`config.mk`:
```
export PLATFORM = sky130hd
export DESIGN_NAME = sntl_controller
export DESIGN_NICKNAME = d
export VERILOG_FILES = /design/src/hdl/sntl_pkg.sv /design/src/hdl/sntl_controller.sv
export VERILOG_INCLUDE_DIRS = /design/src /design/src/hdl
export SDC_FILE = /design/constraint.sdc
export NUM_CORES = 1
export LEC_CHECK = 0
export ABC_AREA = 1
export BUFFER_PORTS_ARGS = -buffer_cell sky130_fd_sc_hd__buf_2
export CELL_PAD_IN_SITES_DETAIL_PLACEMENT = 1
export CELL_PAD_IN_SITES_GLOBAL_PLACEMENT = 1
export CORE_UTILIZATION = 32
export DETAILED_ROUTE_END_ITERATION = 16
export PLACE_DENSITY = 0.81
export SYNTH_ARGS = -nofsm -noshare
export SYNTH_HDL_FRONTEND = slang
export SYNTH_SLANG_ARGS = --single-unit
```
`constraint.sdc`:
```
create_clock -name clk -period 1.8 [get_ports clk]
set_input_delay 0.27 -clock clk [delete_from_list [all_inputs] [get_ports clk]]
set_output_delay 0.27 -clock clk [all_outputs]
set_load 0.005 [all_outputs]
```
`src/hdl/sorted_name_table_lookup_defines.svh`:
```
// assertion macros shared by the sorted name table modules
`ifndef SORTED_NAME_TABLE_LOOKUP_DEFINES_SVH
`define SORTED_NAME_TABLE_LOOKUP_DEFINES_SVH

// same-cycle implication, sampled on clk, quiet during rst
`define SNTL_IMPLIES(label, ante, cons, msg) \
  label: assert property (@(posedge clk) disable iff (rst) (ante) |-> (cons)) \
    else $error(msg);

// next-cycle implication, sampled on clk, quiet during rst
`define SNTL_NEXT(label, ante, cons, msg) \
  label: assert property (@(posedge clk) disable iff (rst) (ante) |=> (cons)) \
    else $error(msg);

`endif

```
`src/hdl/sntl_pkg.sv`:
```
// shared types, codes and constants of the sorted name table
package sntl_pkg;

  localparam int ENTRIES_DEF      = 32;
  localparam int NAME_BYTES_DEF   = 8;
  localparam int PAYLOAD_BITS_DEF = 32;

  localparam int KEY_BITS      = 64;
  localparam int PAYLOAD_PORT  = 32;
  localparam int PLEN_BITS     = 4;
  localparam int CMD_BITS      = 2;
  localparam int STATUS_BITS   = 3;
  localparam int INDEX_BITS    = 5;
  localparam int TOTAL_BITS    = 6;
  localparam int IN_DATA_BITS  = 136;
  localparam int OUT_DATA_BITS = 144;

  typedef enum logic [1:0] {
    OP_ADD    = 2'd0,
    OP_FIND   = 2'd1,
    OP_PREFIX = 2'd2
  } op_t;

  typedef enum logic [2:0] {
    ST_OK        = 3'd0,
    ST_NOT_FOUND = 3'd1,
    ST_AMBIGUOUS = 3'd2,
    ST_FULL      = 3'd3,
    ST_EMPTY     = 3'd4
  } status_t;

  typedef enum logic [2:0] {
    RD_MID,
    RD_PTR_M1,
    RD_PTR_M2,
    RD_IDX_M1,
    RD_IDX_P1,
    RD_IDX
  } rd_sel_t;

  typedef enum logic [1:0] {
    SRC_NONE,
    SRC_RD,
    SRC_IN
  } out_src_t;

  typedef struct packed {
    logic     ld_in;
    logic     rd_en;
    rd_sel_t  rd_sel;
    logic     set_mid;
    logic     lo_up;
    logic     hx_dn;
    logic     set_ins;
    logic     wr_shift;
    logic     wr_entry;
    logic     inc_count;
    logic     ld_out;
    status_t  out_status;
    out_src_t out_src;
  } ctl_cmd_t;

  typedef struct packed {
    logic [1:0] op;
    logic       key_empty;
    logic       range_empty;
    logic       cmp_lt;
    logic       cmp_eq;
    logic       full;
    logic       ptr_gt_lo;
    logic       shift_more;
    logic       idx_gt0;
    logic       idx_nxt_valid;
  } dp_stat_t;

endpackage

```
`src/hdl/sntl_controller.sv`:
```
// sequencer for search, insert shift, neighbour checks and result hand-off
`include "sorted_name_table_lookup_defines.svh"

module sntl_controller
  import sntl_pkg::*;
(
  input  logic     clk,
  input  logic     rst,
  input  logic     in_valid,
  output logic     in_ready,
  output logic     out_valid,
  input  logic     out_ready,
  input  dp_stat_t stat,
  output ctl_cmd_t cmd
);

  typedef enum logic [3:0] {
    S_IDLE,
    S_START,
    S_SEARCH,
    S_COMPARE,
    S_SHIFT_PRIME,
    S_SHIFT_MOVE,
    S_INSERT,
    S_REPLACE,
    S_NBR_L,
    S_NBR_L_CHK,
    S_NBR_R,
    S_NBR_R_CHK,
    S_FETCH,
    S_LOAD
  } state_t;

  state_t   state;
  state_t   state_next;
  status_t  res_code;
  status_t  res_code_next;
  out_src_t res_src;
  out_src_t res_src_next;

  always_comb begin
    cmd            = '0;
    cmd.rd_sel     = RD_IDX;
    cmd.out_status = res_code;
    cmd.out_src    = res_src;
    in_ready       = 1'b0;
    state_next     = state;
    res_code_next  = res_code;
    res_src_next   = res_src;
    case (state)
      S_IDLE: begin
        in_ready = 1'b1;
        if (in_valid) begin
          cmd.ld_in  = 1'b1;
          state_next = S_START;
        end
      end
      S_START: begin
        if (stat.key_empty) begin
          res_code_next = ST_EMPTY;
          res_src_next  = SRC_NONE;
          state_next    = S_LOAD;
        end else begin
          case (stat.op)
            OP_ADD, OP_FIND, OP_PREFIX: state_next = S_SEARCH;
            default: begin
              res_code_next = ST_NOT_FOUND;
              res_src_next  = SRC_NONE;
              state_next    = S_LOAD;
            end
          endcase
        end
      end
      S_SEARCH: begin
        if (stat.range_empty) begin
          res_src_next = SRC_NONE;
          if (stat.op != OP_ADD) begin
            res_code_next = ST_NOT_FOUND;
            state_next    = S_LOAD;
          end else if (stat.full) begin
            res_code_next = ST_FULL;
            state_next    = S_LOAD;
          end else begin
            cmd.set_ins = 1'b1;
            state_next  = S_SHIFT_PRIME;
          end
        end else begin
          cmd.rd_en   = 1'b1;
          cmd.rd_sel  = RD_MID;
          cmd.set_mid = 1'b1;
          state_next  = S_COMPARE;
        end
      end
      S_COMPARE: begin
        if (stat.cmp_eq) begin
          case (stat.op)
            OP_ADD:    state_next = S_REPLACE;
            OP_PREFIX: state_next = S_NBR_L;
            default: begin
              res_code_next = ST_OK;
              res_src_next  = SRC_RD;
              state_next    = S_LOAD;
            end
          endcase
        end else if (stat.cmp_lt) begin
          cmd.lo_up  = 1'b1;
          state_next = S_SEARCH;
        end else begin
          cmd.hx_dn  = 1'b1;
          state_next = S_SEARCH;
        end
      end
      S_SHIFT_PRIME: begin
        if (stat.ptr_gt_lo) begin
          cmd.rd_en  = 1'b1;
          cmd.rd_sel = RD_PTR_M1;
          state_next = S_SHIFT_MOVE;
        end else begin
          state_next = S_INSERT;
        end
      end
      S_SHIFT_MOVE: begin
        // write one entry up while the next one below is read
        cmd.wr_shift = 1'b1;
        if (stat.shift_more) begin
          cmd.rd_en  = 1'b1;
          cmd.rd_sel = RD_PTR_M2;
        end else begin
          state_next = S_INSERT;
        end
      end
      S_INSERT: begin
        cmd.wr_entry  = 1'b1;
        cmd.inc_count = 1'b1;
        res_code_next = ST_OK;
        res_src_next  = SRC_IN;
        state_next    = S_LOAD;
      end
      S_REPLACE: begin
        cmd.wr_entry  = 1'b1;
        res_code_next = ST_OK;
        res_src_next  = SRC_IN;
        state_next    = S_LOAD;
      end
      S_NBR_L: begin
        if (stat.idx_gt0) begin
          cmd.rd_en  = 1'b1;
          cmd.rd_sel = RD_IDX_M1;
          state_next = S_NBR_L_CHK;
        end else begin
          state_next = S_NBR_R;
        end
      end
      S_NBR_L_CHK: begin
        if (stat.cmp_eq) begin
          res_code_next = ST_AMBIGUOUS;
          res_src_next  = SRC_NONE;
          state_next    = S_LOAD;
        end else begin
          state_next = S_NBR_R;
        end
      end
      S_NBR_R: begin
        if (stat.idx_nxt_valid) begin
          cmd.rd_en  = 1'b1;
          cmd.rd_sel = RD_IDX_P1;
          state_next = S_NBR_R_CHK;
        end else begin
          state_next = S_FETCH;
        end
      end
      S_NBR_R_CHK: begin
        if (stat.cmp_eq) begin
          res_code_next = ST_AMBIGUOUS;
          res_src_next  = SRC_NONE;
          state_next    = S_LOAD;
        end else begin
          state_next = S_FETCH;
        end
      end
      S_FETCH: begin
        cmd.rd_en     = 1'b1;
        cmd.rd_sel    = RD_IDX;
        res_code_next = ST_OK;
        res_src_next  = SRC_RD;
        state_next    = S_LOAD;
      end
      S_LOAD: begin
        if (!out_valid || out_ready) begin
          cmd.ld_out = 1'b1;
          state_next = S_IDLE;
        end
      end
      default: state_next = S_IDLE;
    endcase
  end

  always_ff @(posedge clk) begin
    if (rst) begin
      state     <= S_IDLE;
      res_code  <= ST_OK;
      res_src   <= SRC_NONE;
      out_valid <= 1'b0;
    end else begin
      state    <= state_next;
      res_code <= res_code_next;
      res_src  <= res_src_next;
      if (cmd.ld_out) begin
        out_valid <= 1'b1;
      end else if (out_ready) begin
        out_valid <= 1'b0;
      end
    end
  end

  `SNTL_IMPLIES(a_load_free, cmd.ld_out, !out_valid || out_ready, "result overwritten")
  `SNTL_NEXT(a_load_shows, cmd.ld_out, out_valid, "loaded result not presented")
  `SNTL_IMPLIES(a_grow_room, cmd.inc_count, !stat.full, "insert into a full table")
  `SNTL_IMPLIES(a_one_write, cmd.wr_shift, !cmd.wr_entry, "two writes in one cycle")

endmodule

```
After elaboration in Yosys (flattened, before gate mapping). Cells that the tools add are included. Widths: inputs -> output; s select.

Equality and inequality tests: 24. Muxes and demuxes: 57. Reductions and logical operators: 16.

Operators by type and width (number): $mux 4 (13); $pmux 4 s12 (1); $mux 3 (10); $eq 4x4->1 const B (6); $pmux 4 s6 (1); $mux 2 (10); $mux 1 (18); $eq 4x3->1 const B (4); $pmux 3 s5 (1); $ne 2x2->1 const B (6); $pmux 2 s6 (1); $eq 4x2->1 const B (2); $pmux 4 s2 (1); $reduce_and 7->1 (1); $ne 3x3->1 const B (2); $reduce_and 6->1 (1); $reduce_bool 6->1 (1); $reduce_or 2->1 (3); $reduce_or 3->1 (2); $mux 5 (1); $reduce_bool 5->1 (1); $eq 4x1->1 const B (1); $logic_not 4->1 (1); $reduce_bool 2->1 (2); other kinds (7) (7).

Bits in registers: 10. Output and inout bits: 20. Logic and storage cells: 101.

Logic depth before layout (Yosys ltp). Gate-level depths: netlist of the first run.

Depth after elaboration: 5. Mapped depth: 10. Mapped depth without buffers: 10.

Worst setup path after synthesis of the first run. No wires, ideal clock.

Path kind: reg2out. Start: register state[2]. End: output cmd[15] in the netlist's numbering. Buffers on the path: 0. Path slack: 381 ps. Data arrival time: 1149 ps. Cell stages (with the launch flop): 7. Cell sequence: dfxtp_1 > inv_2 > nor2_2 > nand2_1 > or2_0 > and3_1 > nand4_1.

RTL lines: from (decl) (line sntl_controller.sv:34) `state_t state;`; from (signal assigned) (line sntl_controller.sv:205) `state <= state_next;`; to (decl) (line sntl_controller.sv:14) `output ctl_cmd_t cmd`.

==> results of run 1 <==
critical path: cells and delay by family, from the launching register on:
kind / cells / cell delay, ns
buffers and inverters: 2 / 0.17
and+or+nand+nor: 5 / 0.70
DFF: 1 / 0.39
layout by cell type, fill, tap and decap left out, drive strengths merged, types with 2 or more instances in the layout:
| cell type | synthesis | final |
|---|---|---|
| nand3b | 2 | 2 |
| a21oi | 8 | 8 |
| inv | 29 | 29 |
| or2 | 3 | 3 |
| dfxtp | 10 | 10 |
| nor2 | 39 | 39 |
| clkbuf | 0 | 3 |
| buf | 4 | 42 |
| o21ai | 9 | 9 |
| nand3 | 13 | 13 |
| nand4 | 4 | 4 |
| nand2 | 55 | 55 |
synth_stat cells (all sizes together):
| master | instances |
|---|---|
| or2 | 3 |
| dfxtp | 10 |
| nand2 | 55 |
| nand3 | 13 |
| o21ai | 9 |
| a21oi | 8 |
| o21a | 1 |
| inv | 29 |
| and3 | 1 |
| nand4 | 4 |
| a31oi | 1 |
| buf | 4 |
| nor3 | 1 |
| nand3b | 2 |
| nor2 | 39 |
final cells by class:
class	instances	area (um2)	area share [%]
flip-flops and latches	10	215	16.1
repair buffers	42	230	17.3
multi-input cells	137	699	52.4
clock buffers	3	22.5	1.69
inverters	29	111	8.35
well taps	44	55.1	4.13
registers in the layout, indices dropped and copies added (netlist names):
register / cells
out_valid: 1
res_code: 3
state: 4
res_src: 2
cells by family after synthesis:
group | share of synthesized area (%)
flip-flops | 19.6
buffers and inverters | 14.0
AND/OR/NAND/NOR | 55.7
AO/OA/AOI/OAI | 10.8
worst max-delay path by stage:
stage	from	to	slack (ns)	cells after the start
after global routing	state[3]	cmd[17]	-0.07	4
after CTS	state[0]	cmd[15]	0.003	7
after detailed placement	state[2]	cmd[15]	0.13	7
after floorplan	state[2]	cmd[15]	0.38	6
after global placement	state[1]	cmd[15]	0.15	6
final	state[2]	cmd[15]	0.01	7
where the power goes:
group | internal, W | switching [W]
Clock | 0.0000768 | 0.0000687
Combinational | 0.000547 | 0.000903
Sequential | 0.000306 | 0.000101
what timing repair did:
| item | CTS | global route |
|---|---|---|
| setup buffers | 0 | 6 |
| gates resized for setup | 8 | 8 |
| setup endpoints to repair | 3 | 4 |
| cloned | 0 | 0 |
| pin swaps | 1 | 7 |
layer usage:
metal,vias up,GRT usage (%)
li1,645,-
met1,563,27.1
met2,34,34.5
met3,4,1.54
met4,0,4.42
met5,-,0
per-stage QoR:
stage / setup TNS, ns / worst slack (ns)
2_1_floorplan: 0 / 0.381
3_3_place_gp: 0 / 0.154
3_5_place_dp: 0 / 0.128
4_1_cts: 0 / 0.00280
5_1_grt: -0.185 / -0.0659
6_report: 0 / 0.0116
==> results.sh, run 1 <==
export IMPL_outcome="finished clean"
export IMPL_first_pass_iters=4
export IMPL_power_total_w=0.00200
export IMPL_hold_buffers=0
export IMPL_drt_first_iter_violations=15
export IMPL_min_path_type="in -> reg"
export IMPL_period_minus_slack_ns=1.79
export IMPL_hold_viol=0
export IMPL_power_density_mw_per_mm2=1500
export IMPL_die_area_mm2=0.00342
export IMPL_p_leak_nw=0.761
export IMPL_synth_top_area_share_pct=19.6
export IMPL_cp_slowest_cell="dfxtp_4"
export IMPL_vias_per_cell=4.70
export IMPL_num_nets_final=238
export IMPL_rrSetupSlack_ns=0.25
export IMPL_skew_ns=0.00263
export IMPL_rsz0062_at_grt="true"
export IMPL_met1_length_mm=1.56
export IMPL_fin_crit_sh_pct=99.4
export IMPL_vdd_drop_max_mv=0.591
export IMPL_cts_tree="yes"
export IMPL_grt_first_pass_wirelength_mm=5.31
export IMPL_fillerInstances=451
export IMPL_crit_chain="inv_4 > nor2_4 > nand2_2 > or2_1 > and3_1 > nand4_1 > buf_2"
export IMPL_syn_instance_count=180
export IMPL_ys_ff_latch=10
export IMPL_stdcell_count=265
export IMPL_grt_pass1_vias=1186
export IMPL_row_count=20
export IMPL_gp_congestion=0.833
export IMPL_htreeDepth=1
export IMPL_min_to="res_code[1]"
export IMPL_crit_path_end_kind="primary output"
export IMPL_fin_util_pct=43.7
export IMPL_arrival_ns=1.52
export IMPL_path_max_fanout=5
export IMPL_place_area_mm2=0.00123
export IMPL_fmax_mhz=559
export IMPL_ys_seq_area_share_pct=19.6
export IMPL_reg2reg_depth=8
export IMPL_worstSetupPathType="reg -> out"
export IMPL_ios=35
export IMPL_min_from="rst"
export IMPL_cts_made_buffers=3
export IMPL_synthDistinctLibCells=28
export IMPL_topRoutingLayerUsed="met4"
export IMPL_setup_viol=0
export IMPL_worst_pin_slew_ns=0.477
export IMPL_routed_wl_mm=3.39
export IMPL_wl_met3_um=100
export IMPL_cts_sinks=10
export IMPL_grt_usage_pct=20.0
export IMPL_syn_area_mm2=0.00102
export IMPL_setup_worst_path_start_class="register"
export IMPL_grt_max_degree=10
export IMPL_fp_dieW_um=58.5
export IMPL_die_y_um=58.5
export IMPL_whs_ns=0.273
export IMPL_grt_overflow_total=0
export IMPL_cp_slowest_stage_delay_ns=0.39
export IMPL_whs_path_depth=2
export IMPL_finalMaxSlewViolations=0
export IMPL_fin_area_mm2=0.00133
export IMPL_drive_gt1_share_pct=34.8
export IMPL_dp_hpwl_mm=2.58
export IMPL_core_mm2=0.00305
export IMPL_avgSynthCellArea_um2=5.68
export IMPL_synth_top_area_cell="dfxtp_1"
export IMPL_synth_area_top_cells="dfxtp_1 (20%), nand2_1 (18%), nor2_1 (11%), inv_1 (9.5%), nand3_1 (5.9%)"
export IMPL_antenna_found_initial=0
export IMPL_synth_fp_nets=195
export IMPL_timing_rr_start="state[3]"
export IMPL_n_antenna_cell=0
export IMPL_ys_warn_count=0
export IMPL_dp_cells=256
export IMPL_drc_errors=0
export IMPL_maxCapViolCount=0
export IMPL_wl_per_cell_um=12.8
export IMPL_port_buffer_count=34
export IMPL_r2r_end="res_code[2]"
export IMPL_slew_headroom_pct=68.1
export IMPL_clk_latency_ns=0.26
export IMPL_clockRootBuffer="clkbuf_4"
export IMPL_antenna_left=0
export IMPL_met2_length_mm=1.70
export IMPL_initial_core_util_pct=33.5
export IMPL_vias=1246
export IMPL_worstPathRequired_ns=1.53
export IMPL_clk_pin_slew_ns=0.06
export IMPL_clk_path_buf_depth=2
export IMPL_area_growth_pct=30.5
Power figures use the tool's default switching activity.
==> run 2: changes to the inputs <==
--- a/config.mk
+++ b/config.mk
@@ -6,13 +6,13 @@
 export SDC_FILE = /design/constraint.sdc
 export NUM_CORES = 1
 export LEC_CHECK = 0
-export ABC_AREA = 1
+export ABC_AREA = 0
 export BUFFER_PORTS_ARGS = -buffer_cell sky130_fd_sc_hd__buf_2
 export CELL_PAD_IN_SITES_DETAIL_PLACEMENT = 1
 export CELL_PAD_IN_SITES_GLOBAL_PLACEMENT = 1
-export CORE_UTILIZATION = 32
+export CORE_UTILIZATION = 34
 export DETAILED_ROUTE_END_ITERATION = 16
-export PLACE_DENSITY = 0.81
+export PLACE_DENSITY = 0.78
 export SYNTH_ARGS = -nofsm -noshare
 export SYNTH_HDL_FRONTEND = slang
 export SYNTH_SLANG_ARGS = --single-unit
==> run 2 against run 1 <==
Compared with the run above:
- the run now ends with DRC, setup timing left
- count of clock-buffer cells in the layout unchanged
- maximum frequency down 7.2%
- clock skew down 0.00059 ns
- critical endpoint is now cmd[12]
- routed wire length up 52%
- register-to-register slack worse by 0.34 ns
- worst setup slack worse by 0.14 ns
==> results.sh, run 2 <==
export IMPL_synthMuxAreaShare_pct=0
export IMPL_arrival_ns=1.66
export IMPL_grt_max_degree=18
export IMPL_die_area_mm2=0.00332
export IMPL_cts_made_buffers=3
export IMPL_power_density_mw_per_mm2=1730
export IMPL_hold_buffers=0
export IMPL_area_growth_pct=57.4
export IMPL_synth_compound_area_share_pct=33.1
export IMPL_cts_tree="yes"
export IMPL_grt_overflow_total=0
export IMPL_port_buffer_count=34
export IMPL_htreeDepth=1
export IMPL_grt_pass1_vias=1555
export IMPL_synth_top_area_cell="dfxtp_1"
export IMPL_cts_sinks=10
export IMPL_setup_tns_ns=-0.529
export IMPL_largest_reg_flops=4
export IMPL_syn_instance_count=160
export IMPL_die_y_um=57.6
export IMPL_drt_first_iter_violations=72
export IMPL_dp_hpwl_mm=3.35
export IMPL_core_mm2=0.00285
export IMPL_path_max_fanout=7
export IMPL_routed_wl_mm=5.16
export IMPL_skew_ns=0.00203
export IMPL_crit_path_end_kind="primary output"
export IMPL_fin_ws_ns=-0.128
export IMPL_ys_warn_count=0
export IMPL_p_leak_nw=0.747
export IMPL_drc_errors=1
export IMPL_finalMaxSlewViolations=0
export IMPL_ys_flop_type="dfxtp_1"
export IMPL_ios=35
export IMPL_place_area_mm2=0.00139
export IMPL_largestRegisters="state x4, res_code x3, res_src x2"
export IMPL_synth_edf_count=0
export IMPL_failed_checks="DRC, setup timing"
export IMPL_antenna_left=0
export IMPL_fillerInstances=382
export IMPL_wl_per_cell_um=20.3
export IMPL_async_reset_ff_share_pct=0
export IMPL_row_count=19
export IMPL_maxCapViolCount=0
export IMPL_rsz0062_at_grt="true"
export IMPL_num_nets_final=240
export IMPL_ys_seq_area_share_pct=19.0
export IMPL_outcome="complete, but fails checks"
export IMPL_clk_path_buf_depth=2
export IMPL_setup_viol=8
export IMPL_fp_dieW_um=57.6
export IMPL_first_pass_iters=10
export IMPL_clockRootBuffer="clkbuf_4"
export IMPL_gp_congestion=0.871
export IMPL_setup_worst_path_start_class="register"
export IMPL_fmax_mhz=519
export IMPL_whs_ns=0.313
export IMPL_fin_area_mm2=0.00165
export IMPL_fin_crit_sh_pct=107
export IMPL_min_from="rst"
export IMPL_clk_latency_ns=0.28
export IMPL_synth_area_top_cells="dfxtp_1 (19%), nor2_1 (7.9%), a21oi_1 (6.2%), nand2b_1 (4.8%), o21ai_0 (4.3%)"
export IMPL_final_common_cell="buf_2"
export IMPL_grt_first_pass_wirelength_mm=7.81
export IMPL_worstSetupPathType="reg -> out"
export IMPL_synthDistinctLibCells=45
export IMPL_synthAdderAreaFrac_pct=0
export IMPL_synth_fp_nets=175
export IMPL_avgSynthCellArea_um2=6.57
export IMPL_synth_top_family_by_area="simple AND/OR/NAND/NOR gates"
export IMPL_vias=1563
export IMPL_hold_viol=0
export IMPL_post_synth_top_count_cell="nor2_1"
export IMPL_drive_gt1_share_pct=47.1
export IMPL_synth_simple_gate_area_share_pct=39.0
export IMPL_clk_pin_slew_ns=0.07
export IMPL_worst_pin_slew_ns=0.447
export IMPL_syn_area_mm2=0.00105
export IMPL_n_antenna_cell=0
export IMPL_vias_per_cell=6.15
export IMPL_worstSetupStartpoint="state[2]"
export IMPL_min_path_type="in -> reg"
export IMPL_grt_usage_pct=31.9
export IMPL_initial_core_util_pct=36.8
export IMPL_period_minus_slack_ns=1.93
export IMPL_ys_ff_latch=10
export IMPL_slew_headroom_pct=70.0
export IMPL_worstPathRequired_ns=1.53
export IMPL_yosys_top_cells_count="nor2_1 (22), a21oi_1 (13), dfxtp_1 (10), nand2_1 (10), o21ai_0 (9)"
export IMPL_synth_top_area_share_pct=19.0
export IMPL_timing_rr_start="state[2]"
export IMPL_synth_xor_xnor_area_share_pct=0
export IMPL_final_cell_mix="buf_2 (35), buf_4 (34), nor2_1 (20)"
export IMPL_regMostFlops="state"
export IMPL_vdd_drop_max_mv=1.04
export IMPL_antenna_found_initial=0
run 2: changes by cell type after synthesis, sizes merged, moves of 6 or more:
cell,change
a21oi,+6
nor3,+6
nor2b,+6
nand3,-8
nor2,-17
nand2,-45
clkbuf,+8
nand2b,+8
inv,-24
run 2: worst paths after layout:
path | end | slack, ns | depth (start not counted)
hold reg to reg | res_code[2] | 0.47 | 2
setup / recovery | cmd[12] | -0.13 | 5
setup reg to reg | res_code[1] | -0.09 | 6
hold / removal | res_src[1] | 0.31 | 2
run 2: metal layers:
layer / up-vias / part of all wire [%] / GRT usage [%]
met2: 85 / 50 / 55.5
met3: 22 / 7.3 / 6.80
met5: - / 0 / 0
li1: 713 / - / -
met4: 0 / 4.3 / 15.0
met1: 743 / 38 / 37.1
run 2: where the power goes:
group	internal [W]	total [W]	leakage (nW)	switching (W)
sequential	0.000318	0.000407	0.0844	0.0000887
clock	0.0000777	0.000163	0.0138	0.0000848
combinational	0.00113	0.00229	0.649	0.00116
run 2: critical path: stages (launching register included):
cell and delay, ns:
dfxtp_4 0.37, buf_6 0.13, or4b_4 0.55, buf_6 0.14
nor2_4 0.07, buf_2 0.11
run 2: cell families after synthesis:
kind of cell	Yosys count
buf+inv	21
compound gates	52
flops	10
simple gates	77
run 2: layout make-up:
| type | instances | area (um2) | share of cell area [%] |
|---|---|---|---|
| sequential | 10 | 215 | 13.0 |
| inverter | 5 | 18.8 | 1.13 |
| timing repair buffer | 76 | 517 | 31.2 |
| multi-input combinational | 129 | 842 | 50.9 |
| tap | 31 | 38.8 | 2.34 |
| clock buffer | 3 | 22.5 | 1.36 |
run 2: metrics by stage:
stage,setup WS (ns),cells,utilization [%],total power [W]
finish,-0.128,254,58.0,0.00286
floorplan,0.0903,160,-,0.00140
CTS,-0.0866,248,54.7,0.00259
global placement,-0.0238,236,48.7,0.00205
detailed placement,-0.0680,236,48.7,0.00214
global route,-0.160,254,58.0,0.00303
run 2: what timing repair did:
item | in CTS | in global routing
gates resized for setup | 28 | 15
setup endpoints to repair | 17 | 12
pin swaps | 5 | 5
setup buffers | 8 | 6
cloned | 1 | 0
==> run 3: changes to the inputs <==
--- a/config.mk
+++ b/config.mk
@@ -16,3 +16,4 @@
 export SYNTH_ARGS = -nofsm -noshare
 export SYNTH_HDL_FRONTEND = slang
 export SYNTH_SLANG_ARGS = --single-unit
+export TNS_END_PERCENT = 5
==> run 3 against run 2 <==
Compared with the run above:
- the run still ends with DRC, setup timing left
- non-clock buffer count fell by 2
- global-route usage fell by 0.80 points
- register-to-register slack lost 0.05 ns
- maximum frequency shrank 0.74%
- worst setup slack worse by 0.014 ns
- total power fell by 2.4%
- critical path depth up 2
- clock skew grew 0.00079 ns
==> results.sh, run 3 (synthesis results as in run 2) <==
export IMPL_hold_buffers=0
export IMPL_min_from="rst"
export IMPL_r2r_end="state[0]"
export IMPL_worstPathRequired_ns=1.97
export IMPL_ios=35
export IMPL_drc_errors=1
export IMPL_grt_max_degree=18
export IMPL_vias=1567
export IMPL_largest_reg_flops=4
export IMPL_min_path_type="in -> reg"
export IMPL_port_buffer_count=34
export IMPL_switching_share_pct=47.8
export IMPL_clockRootBuffer="clkbuf_4"
export IMPL_vias_per_cell=6.22
export IMPL_outcome="complete, but fails checks"
export IMPL_first_pass_iters=10
export IMPL_setup_tns_ns=-0.748
export IMPL_clockPowerShare_pct=5.8
export IMPL_drt_first_iter_violations=68
export IMPL_num_nets_final=238
export IMPL_worstSetupPathType="reg -> reg"
export IMPL_cp_num_buf_inv=3
export IMPL_failed_checks="DRC, setup timing"
export IMPL_routed_wl_mm=5.29
export IMPL_rrSetupSlack_ns=-0.14
export IMPL_slew_headroom_pct=67.4
export IMPL_dp_cells=236
export IMPL_largestRegisters="state x4, res_code x3, res_src x2"
export IMPL_arrival_ns=2.11
export IMPL_fin_ws_ns=-0.143
export IMPL_power_frac_comb_pct=79.5
export IMPL_min_to="res_src[1]"
export IMPL_cts_tree="yes"
export IMPL_clk_latency_ns=0.27
export IMPL_crit_family="simple AND/OR/NAND/NOR gates"
export IMPL_grt_first_pass_wirelength_mm=7.81
export IMPL_fin_crit_sh_pct=108
export IMPL_intPower_w=0.00146
export IMPL_reg2reg_depth=7
export IMPL_grt_pass1_vias=1534
export IMPL_timing_rr_start="state[2]"
export IMPL_drive_gt1_share_pct=45.2
export IMPL_cp_slowest_cell="or4b_4"
export IMPL_power_total_w=0.00279
export IMPL_final_cell_mix="buf_2 (36), buf_4 (30), nor2_1 (20)"
export IMPL_cts_made_buffers=3
export IMPL_fillerInstances=373
export IMPL_skew_ns=0.00283
export IMPL_crit_path_end_kind="register"
export IMPL_cts_sinks=10
export IMPL_n_antenna_cell=0
export IMPL_setup_worst_path_start_class="register"
export IMPL_p_leak_nw=0.725
export IMPL_fmax_mhz=515
export IMPL_regMostFlops="state"
export IMPL_path_max_fanout=7
export IMPL_setup_viol=11
export IMPL_seqPwrFrac_pct=14.7
export IMPL_core_mm2=0.00285
export IMPL_clk_pin_slew_ns=0.07
export IMPL_dp_hpwl_mm=3.35
export IMPL_clk_path_buf_depth=2
export IMPL_wl_per_cell_um=21.0
export IMPL_whs_path_depth=2
export IMPL_row_count=19
export IMPL_grt_overflow_total=0
export IMPL_antenna_found_initial=0
export IMPL_htreeDepth=1
export IMPL_maxCapViolCount=0
export IMPL_final_common_cell="buf_2"
export IMPL_cp_slowest_stage_delay_ns=0.56
export IMPL_stdcell_count=252
export IMPL_grt_usage_pct=31.1
export IMPL_antenna_left=0
export IMPL_power_density_mw_per_mm2=1730
export IMPL_initial_core_util_pct=36.8
export IMPL_p_switching_w=0.00134
export IMPL_die_y_um=57.6
export IMPL_rsz0062_at_grt="true"
export IMPL_area_growth_pct=53.3
export IMPL_vdd_drop_max_mv=1.17
export IMPL_hold_viol=0
export IMPL_cp_common_cell="buf_6"
export IMPL_fp_dieW_um=57.6
export IMPL_die_area_mm2=0.00332
export IMPL_gp_congestion=0.871
export IMPL_finalMaxSlewViolations=0
export IMPL_worst_pin_slew_ns=0.486
export IMPL_dp_worst_setup_slack_ns=-0.0680
export IMPL_crit_chain="buf_6 > or4b_4 > buf_6 > buf_4 > a21oi_1 > nor3_1 > a31oi_1"
export IMPL_period_minus_slack_ns=1.94
[run 3: cell types whose count changed in the layout (fill, tap and decap cells not counted), sizes merged]
cell	delta
buf	-2
[run 3: routing by layer]
metal	wire, um	vias to the layer above	global-route usage [%]
li1	-	711	-
met1	2080	768	38.7
met2	2700	72	54.5
met3	354	16	6.12
met4	157	0	8.36
met5	0	-	0
[run 3: area by class of cell]
cell class / count / area [um2] / share of cell area (%)
multi-input cells: 129 / 813 / 50.5
repair buffers: 74 / 503 / 31.2
flip-flops and latches: 10 / 215 / 13.4
well taps: 31 / 38.8 / 2.41
clock buffers: 3 / 22.5 / 1.40
inverters: 5 / 18.8 / 1.16
[run 3: power by group through the flow]
stage	sequential [W]	clock (W)	combinational, W
finish	0.000411	0.000162	0.00222
global route	0.000421	0.000178	0.00237
CTS	0.000409	0.000160	0.00195
detailed placement	0.000397	0	0.00174
global placement	0.000387	0	0.00166
floorplan	0.000335	0	0.00106
[run 3: what timing repair did]
| action | CTS | global route |
|---|---|---|
| pin swaps | 4 | 3 |
| resized for setup | 26 | 11 |
| setup buffers | 6 | 6 |
| cloned | 1 | 0 |
| endpoints found under the setup margin | 17 | 12 |
[run 3: metrics by stage]
stage	hold slack, ns	instance area [um2]	utilization (%)
after global routing	0.322	1610	56.5
after floorplan	0.424	1050	-
after CTS	0.323	1530	53.7
after detailed placement	0.468	1390	48.7
after global placement	0.459	1390	48.7
final	0.319	1610	56.5
[run 3: worst max path at each step]
stage | startpoint | endpoint | slack (ns) | cells after the start
after floorplan | state[3] | res_code[1] | 0.09 | 6
after global placement | state[0] | res_code[0] | -0.02 | 6
after detailed placement | state[2] | res_code[1] | -0.07 | 5
after CTS | state[0] | cmd[12] | -0.09 | 5
after global routing | state[2] | state[0] | -0.19 | 7
final | state[2] | state[0] | -0.14 | 7
[run 3: worst reg2reg max path, cell delays in order, from the launching register on]
cell and delay [ns]:
dfxtp_4 0.38, buf_6 0.13, or4b_4 0.56, buf_6 0.15, buf_4 0.14, a21oi_1 0.20
nor3_1 0.10, a31oi_1 0.20
